### src/rtl/core/cmap_pkg.sv
// Shared types and constants for the RGB colormap scaler core.
// No dependencies; imported by cmap_scale and the top level.
package cmap_pkg;

    // Fixed field widths
    localparam int SAMPLE_W = 32;
    localparam int LAST_W   = 12;   // table_last and quotient width
    localparam int IDX_W    = 17;   // wide enough to hold any table depth
    localparam int NUM_W    = 46;   // 2*num*last + den
    localparam int DEN_W    = 33;   // 2*den
    localparam int PROD_W   = 44;   // num * last
    localparam int CFG_W    = 48;
    localparam int CFG_IDX_W = 3;

    // Register stages inside one scaling lane, input word to table address
    localparam int SCALE_LAT = 16;

    // Command codes
    localparam logic CMD_PIXEL = 1'b0;
    localparam logic CMD_TABLE = 1'b1;

    // Pixel kinds
    localparam logic [1:0] KIND_BG   = 2'd0;
    localparam logic [1:0] KIND_NAN  = 2'd1;
    localparam logic [1:0] KIND_GOOD = 2'd2;

    // Register indexes
    localparam logic [CFG_IDX_W-1:0] REG_LOW_RED    = 3'd0;
    localparam logic [CFG_IDX_W-1:0] REG_HIGH_RED   = 3'd1;
    localparam logic [CFG_IDX_W-1:0] REG_LOW_GREEN  = 3'd2;
    localparam logic [CFG_IDX_W-1:0] REG_HIGH_GREEN = 3'd3;
    localparam logic [CFG_IDX_W-1:0] REG_LOW_BLUE   = 3'd4;
    localparam logic [CFG_IDX_W-1:0] REG_HIGH_BLUE  = 3'd5;
    localparam logic [CFG_IDX_W-1:0] REG_TABLE_LAST = 3'd6;
    localparam logic [CFG_IDX_W-1:0] REG_FILL       = 3'd7;

    // How a lane picks its table entry
    typedef enum logic [1:0] {
        MODE_ZERO,
        MODE_LAST,
        MODE_DIV
    } mode_t;

    // Sideband traveling next to the lanes
    typedef struct packed {
        logic        valid;
        logic        cmd;
        logic [2:0]  fin;
        logic [2:0]  ins;
        logic [1:0]  tab_ch;
        logic [11:0] tab_idx;
        logic [7:0]  tab_byte;
    } side_t;

    // Sideband at the table read stage
    typedef struct packed {
        logic       valid;
        logic       cmd;
        logic [2:0] fin;
        logic [2:0] ins;
    } mem_side_t;

endpackage

### src/rtl/core/cmap_scale.sv
// One channel lane: window compare, multiply and a 12-stage restoring divider
// that turn a sample into a capped table address. Depends on cmap_pkg.
module cmap_scale
    import cmap_pkg::*;
#(
    parameter int TABLE_DEPTH = 4096,
    parameter int AW = 12
) (
    input  logic                       aclk,
    input  logic                       en,
    input  logic signed [SAMPLE_W-1:0] sample,
    input  logic signed [SAMPLE_W-1:0] win_low,
    input  logic signed [SAMPLE_W-1:0] win_high,
    input  logic [LAST_W-1:0]          table_last,
    output logic [AW-1:0]              addr
);

    localparam logic [IDX_W-1:0] LAST_ENTRY = IDX_W'(TABLE_DEPTH - 1);

    // Stage 1: offsets and window decision
    logic [SAMPLE_W-1:0] num_reg, num_next;
    logic [SAMPLE_W-1:0] den_reg, den_next;
    mode_t               mode1_reg, mode1_next;
    logic [SAMPLE_W:0]   diff_v, diff_w;

    always_comb begin
        diff_v = {sample[SAMPLE_W-1], sample} - {win_low[SAMPLE_W-1], win_low};
        diff_w = {win_high[SAMPLE_W-1], win_high} - {win_low[SAMPLE_W-1], win_low};
        num_next = diff_v[SAMPLE_W-1:0];
        den_next = diff_w[SAMPLE_W-1:0];
        if (sample <= win_low) begin
            mode1_next = MODE_ZERO;
        end else if (sample >= win_high) begin
            mode1_next = MODE_LAST;
        end else begin
            mode1_next = MODE_DIV;
        end
    end

    always_ff @(posedge aclk) begin
        if (en) begin
            num_reg   <= num_next;
            den_reg   <= den_next;
            mode1_reg <= mode1_next;
        end
    end

    // Stage 2: num * last
    logic [PROD_W-1:0]   prod_reg;
    logic [SAMPLE_W-1:0] den2_reg;
    mode_t               mode2_reg;

    always_ff @(posedge aclk) begin
        if (en) begin
            prod_reg  <= PROD_W'(num_reg) * PROD_W'(table_last);
            den2_reg  <= den_reg;
            mode2_reg <= mode1_reg;
        end
    end

    // Stage 3 and divider stages: rem[0] is the dividend
    logic [NUM_W-1:0]  rem_reg  [0:LAST_W];
    logic [DEN_W-1:0]  dvs_reg  [0:LAST_W];
    logic [LAST_W-1:0] quo_reg  [0:LAST_W];
    mode_t             mode_reg [0:LAST_W];

    always_ff @(posedge aclk) begin
        if (en) begin
            rem_reg[0]  <= {prod_reg, 1'b0} + NUM_W'(den2_reg);
            dvs_reg[0]  <= {den2_reg, 1'b0};
            quo_reg[0]  <= '0;
            mode_reg[0] <= mode2_reg;
        end
    end

    // One quotient bit per stage, most significant first
    genvar j;
    generate
        for (j = 1; j <= LAST_W; j++) begin : g_div
            localparam int SH = LAST_W - j;
            logic [NUM_W:0] trial;

            assign trial = {1'b0, rem_reg[j-1]} - ((NUM_W + 1)'(dvs_reg[j-1]) << SH);

            always_ff @(posedge aclk) begin
                if (en) begin
                    rem_reg[j]  <= trial[NUM_W] ? rem_reg[j-1] : trial[NUM_W-1:0];
                    quo_reg[j]  <= quo_reg[j-1] | (LAST_W'(!trial[NUM_W]) << SH);
                    dvs_reg[j]  <= dvs_reg[j-1];
                    mode_reg[j] <= mode_reg[j-1];
                end
            end
        end
    endgenerate

    // Final stage: pick entry and cap at the table's end
    logic [IDX_W-1:0] idx;
    logic [AW-1:0]    addr_reg;

    always_comb begin
        case (mode_reg[LAST_W])
            MODE_ZERO: idx = '0;
            MODE_LAST: idx = IDX_W'(table_last);
            default:   idx = IDX_W'(quo_reg[LAST_W]);
        endcase
        if (idx > LAST_ENTRY) begin
            idx = LAST_ENTRY;
        end
    end

    always_ff @(posedge aclk) begin
        if (en) begin
            addr_reg <= idx[AW-1:0];
        end
    end

    assign addr = addr_reg;

endmodule

### config.mk
export PLATFORM = sky130hd
export DESIGN_NAME = cmap_scale
export DESIGN_NICKNAME = d
export VERILOG_FILES = /design/src/rtl/core/cmap_pkg.sv /design/src/rtl/core/cmap_scale.sv
export SDC_FILE = /design/constraint.sdc
export NUM_CORES = 2
export LEC_CHECK = 0
export BUFFER_PORTS_ARGS = -buffer_cell sky130_fd_sc_hd__buf_2
export CAP_MARGIN = 20
export CORE_ASPECT_RATIO = 0.75
export CORE_MARGIN = 2
export CORE_UTILIZATION = 30
export DETAILED_ROUTE_END_ITERATION = 6
export PLACE_DENSITY = 0.49
export REMOVE_ABC_BUFFERS = 1
export SLEW_MARGIN = 5
export SYNTH_ARGS = -nofsm -noshare
export SYNTH_HDL_FRONTEND = slang
export SYNTH_SLANG_ARGS = --single-unit
### constraint.sdc
create_clock -name aclk -period 13.1 [get_ports aclk]
set_input_delay 2.62 -clock aclk [delete_from_list [all_inputs] [get_ports aclk]]
set_output_delay 2.62 -clock aclk [all_outputs]
set_load 0.005 [all_outputs]
### Word level (Yosys, flattened, before mapping)

Memory sizes are Yosys's and may differ from the RTL's.
Index checks and enable logic that the tools add are counted.

* bits in registers: 156
* bits in writable memories: 1209
* bits of input ports: 110
* memories: 4

* add/subtract/negate cells: 15
* multipliers: 1
* magnitude comparators: 3
* equality and inequality tests: 1
* mux-type cells: 16
* bitwise logic cells: 12
* reduce and logical (&&, ||, !) cells: 13

Memory list
* rem_reg: words 13, bits a word 46, read ports 12, clocked after memory_dff 0, write ports 13, line cmap_scale.sv:62 `logic [NUM_W-1:0] rem_reg [0:LAST_W];`
* dvs_reg: words 13, bits a word 33, read ports 12, clocked after memory_dff 0, write ports 13, line cmap_scale.sv:63 `logic [DEN_W-1:0] dvs_reg [0:LAST_W];`
* quo_reg: words 13, bits a word 12, read ports 13, clocked after memory_dff 0, write ports 13, line cmap_scale.sv:64 `logic [LAST_W-1:0] quo_reg [0:LAST_W];`
* mode_reg: words 13, bits a word 2, read ports 13, clocked after memory_dff 0, write ports 13, line cmap_scale.sv:65 `mode_t mode_reg [0:LAST_W];`

Operators by type and width (count)
* $mux 46: 12
* $sub 32x32->32: 2
* $sub 46x33->47: 1
* $sub 46x34->47: 1
* $sub 46x35->47: 1
* $sub 46x36->47: 1
* $sub 46x37->47: 1
* $sub 46x38->47: 1
* $sub 46x39->47: 1
* $sub 46x40->47: 1
* $sub 46x41->47: 1
* $sub 46x42->47: 1
* $sub 46x43->47: 1
* $sub 46x44->47: 1
* $add 45x32->46: 1
* $mul 32x12->44: 1
* $ge 32x32->1: 1
* $le 32x32->1: 1
* $pmux 12 s2: 1
* $gt 17x12->1 const B: 1
* $logic_not 1->1: 12
* $or 12x1->12: 1
* $or 12x10->12: 1
* $or 12x11->12: 1
* 13 further kinds: 14

### Depth between registers and ports, before layout

An unclocked memory read counts as a cell.

* depth in word-level cells: 4
* mapped depth: 24
* depth with buffers taken out: 22

### Worst setup path after synthesis

No wires, ideal clock.

* path kind: input port to flip-flop
* start: in table_last[11]
* end: reg prod_reg[42], data pin
* library setup time: 0.263 ns
* data arrival time: 8.117 ns
* required time: 12.837 ns
* path slack: 4.720 ns
* cell stages on the path: 22
* buffers on the path: 2
* path through: clkbuf_1 nand2_1 fa_1 fa_1 inv_1 fa_1 fa_1 inv_1 fa_1 inv_1 ha_1 clkbuf_1 a21o_1 a221o_1 a21oi_1 and3_1 o31ai_1 a211oi_1 o2bb2ai_1 o21ai_0 a311oi_1 xnor2_1

* word-level cells in the longest chain between the ends: 1

Ends and longest elaborated chain
* from (decl): line cmap_scale.sv:14 `input logic [LAST_W-1:0] table_last,`
* $mul 32x12->44: line cmap_scale.sv:55 `prod_reg <= PROD_W'(num_reg) * PROD_W'(table_last);`
* to (signal assigned): line cmap_scale.sv:55
* to (decl): line cmap_scale.sv:49 `logic [PROD_W-1:0] prod_reg;`

No other way between the ends.
A chain may end at the register's enable or synchronous reset.

### Final worst setup path

* start: in table_last[5]
* end: reg prod_reg[42], data pin

Same word-level chain as after synthesis.

==> results.ini <==
[setup_path]
crit_type = primary input to flop
cp_common_cell = fa_1
crit_chain = buf_2, nand2_1, fa_1, fa_1, inv_1, fa_1, fa_1, inv_1, fa_1, inv_1, ha_1, a21o_1, a221o_1, a21oi_1, and3_1, o31ai_1, a211oi_1, o2bb2ai_1, o21ai_0, a311oi_1, xnor2_1
crit_family = adder cells
path_buf_inv = 4
r2r_cells = 21
cp.depth = 21
worst_path_largest_cell_delay_ps = 670
path_max_fanout = 33
arrival_ps = 9230
cp-end-kind = flop
critPathSlowestCell = buf_2
crit_required_ps = 13560
startpoint_type = primary input

[global_routing]
grt_usage = 0.1369
overflow = 0
grt_pass1_vias = 54982
antenna_found_initial = 13
grt_pass1_wl_um = 293500
grt_max_degree = 177

[clocking]
cts_sinks = 1184
clk_latency_ps = 780
post_cts.repair.setup_buffers = 0
cts-htree-levels = 4
clock_path_buffers = 4
ctsResizeCount = 0
cts_tree = built
clk_pin_slew_ps = 60
hold_buffers = 0
numCtsBuffers = 139
clockRootBuffer = clkbuf_16

[synthesis]
synth_top_area_cell = edfxtp_1
synthMuxAreaShare = 0.006924
syn-cell-area_um2 = 78250
synth_adder_area_share = 0.1748
synth_top_family_by_area = adder cells
synth_seq_cells = 1184
synth-main-ff-cell = edfxtp_1
synth.distinct_cells = 77
yosysSeqAreaShare = 0.4544
synthCells = 7401
synth.area.top_cells = edfxtp_1 45%, ha_1 9.5%, fa_1 8.0%, inv_1 4.5%, nand2_1 3.6%
synth-edff-count = 1184
synthXorXnorAreaFrac = 0.05507
synth_compound_area_frac = 0.1408
synth.top_cell.area_share = 0.4544
yosys_warnings = 0
async_reset_ff_frac = 0
syn_avg_cell_area_um2 = 10.57
synth_simple_gate_area_share = 0.1133

[placement]
hpwl_um = 138700
io_buffers = 121
gp_congestion = 0.8865

[finish]
final_common_cell = edfxtp_1
final_cell_mix = 1184 x edfxtp_1, 930 x inv_1, 750 x nand2_1, 591 x ha_1, 537 x a21oi_1
largest_register_ffs = 552
final-seq-area_um2 = 35550
layout-drive-gt1-share = 0.05796
nFillCells = 25750
multi_input_area_um2 = 38490
nets = 8517
areaGrowthSynthToFinish_pct = 11.35

[power_and_ir_drop]
pwr-share-clk = 0.155
power.leakage_nw = 36.19
p_comb_frac = 0.569
seqPwrFrac = 0.276
p_sw_w = 0.01011
finalPower_w = 0.02419
peakVddDrop_mv = 0.2746
switching_share = 0.4179
powerDensity_nw_per_um2 = 277.6
power.internal_w = 0.01408

[sta]
finalCriticalPeriod_ps = 8769
fin_crit_sh = 0.6694
finalSetupViolCount = 0
relSlewSlack = 0.3335
tightest_slew_ps = 999.8
tns_ps = 0
rsz0062_at_grt = no
maxSlewViolCount = 0
skew_ps = 55.06
hold_viol = 0
max_freq_mhz = 114.0

[drt]
routedWlPerCell_um = 16.60
drc = 0
wirelength_um = 183300
first_iter_violations = 3174
ant_nets = 0
first_pass_iters = 6
via_count = 53032
vias_per_cell = 4.804

[floorplan]
die_x_um = 593.7
initial_utilization = 0.3013
rows = 162
core_um2 = 259700
io_pins = 122
die_y_um = 446.3
die_area_um2 = 265000

[min_path]
hold_depth = 0
hp-class = flop to flop

[run]
maxCapViolCount = 0

[status]
status = complete, no violations

[cells in the mapped netlist (27+ instances only)]
library cell / number
a211oi_1: 57
a21o_1: 272
a21oi_1: 537
a31oi_1: 66
and2_1: 132
and3_1: 50
clkbuf_1: 185
edfxtp_1: 1184
fa_1: 314
ha_1: 591
inv_1: 930
mux2_2: 33
nand2_1: 750
nand2b_1: 81
nand3_1: 87
nand4_1: 64
nor2_1: 367
nor2b_1: 83
nor3_1: 89
nor4_1: 27
o211ai_1: 37
o21a_1: 65
o21ai_0: 434
o21bai_1: 59
o31ai_1: 46
or2_2: 29
or3_1: 40
xnor2_1: 272
xor2_1: 220
[power groups by stage]
| stage | registers [W] | clock network, W | logic [W] |
|---|---|---|---|
| 3_3_place_gp | 0.00674 | 0 | 0.0135 |
| 3_5_place_dp | 0.00674 | 0 | 0.0137 |
| 4_1_cts | 0.00667 | 0.00389 | 0.0138 |
| 5_1_grt | 0.00679 | 0.00403 | 0.0156 |
| 2_1_floorplan | 0.00647 | 0 | 0.0106 |
| 6_report | 0.00667 | 0.00375 | 0.0138 |
[layer usage]
layer	track usage	share of wire	vias up
met2	0.2300	0.45	1157
met3	0.02124	0.040	390
met1	0.1781	0.47	25198
li1	-	-	26281
met4	0.05029	0.036	6
met5	0	0.00024	-
[cell type report]
class / count / share of cell area
Clock buffer: 162 / 0.04165
Inverter: 933 / 0.04020
Antenna cell: 5 / 0.0001436
Sequential cell: 1184 / 0.4081
Timing Repair Buffer: 157 / 0.01094
Tap cell: 3444 / 0.04946
Multi-Input combinational cell: 5087 / 0.4418
Clock inverter: 68 / 0.007726
[cell families (layout without fill, tap and decap cells)]
group / Yosys count / after routing
flip-flops: 1184 / 1184
buffers and inverters: 1130 / 1320
other: 0 / 5
multiplexers: 46 / 46
adder cells (fa/ha/maj): 905 / 905
XOR/XNOR: 492 / 492
AND/OR/NAND/NOR: 1876 / 1876
AO/OA/AOI/OAI: 1768 / 1768
[through the flow]
stage / std cells / util / instance area (µm²) / hold WS, ps / setup slack (ps)
after floorplan: 7204 / - / 77470 / 400.3 / 4997
after global placement: 10805 / 0.3189 / 82810 / 402.8 / 3640
after detailed placement: 10805 / 0.3189 / 82810 / 404.5 / 3615
after CTS: 11035 / 0.3355 / 87110 / 392.6 / 4420
after global routing: 11037 / 0.3355 / 87120 / 393.0 / 3935
final: 11040 / 0.3356 / 87130 / 392.6 / 4331
[worst paths after layout]
| kind | end | slack (ps) | startpoint |
|---|---|---|---|
| hold / removal | den2_reg[10]$_DFFE_PP_ | 390 | den_reg[10]$_DFFE_PP_ |
| setup reg to reg | prod_reg[42]$_DFFE_PP_ | 6080 | num_reg[3]$_DFFE_PP_ |
| hold reg to reg | den2_reg[10]$_DFFE_PP_ | 390 | den_reg[10]$_DFFE_PP_ |
| setup / recovery | prod_reg[42]$_DFFE_PP_ | 4330 | table_last[5] |
No activity file was read; power rests on OpenSTA's default activity.
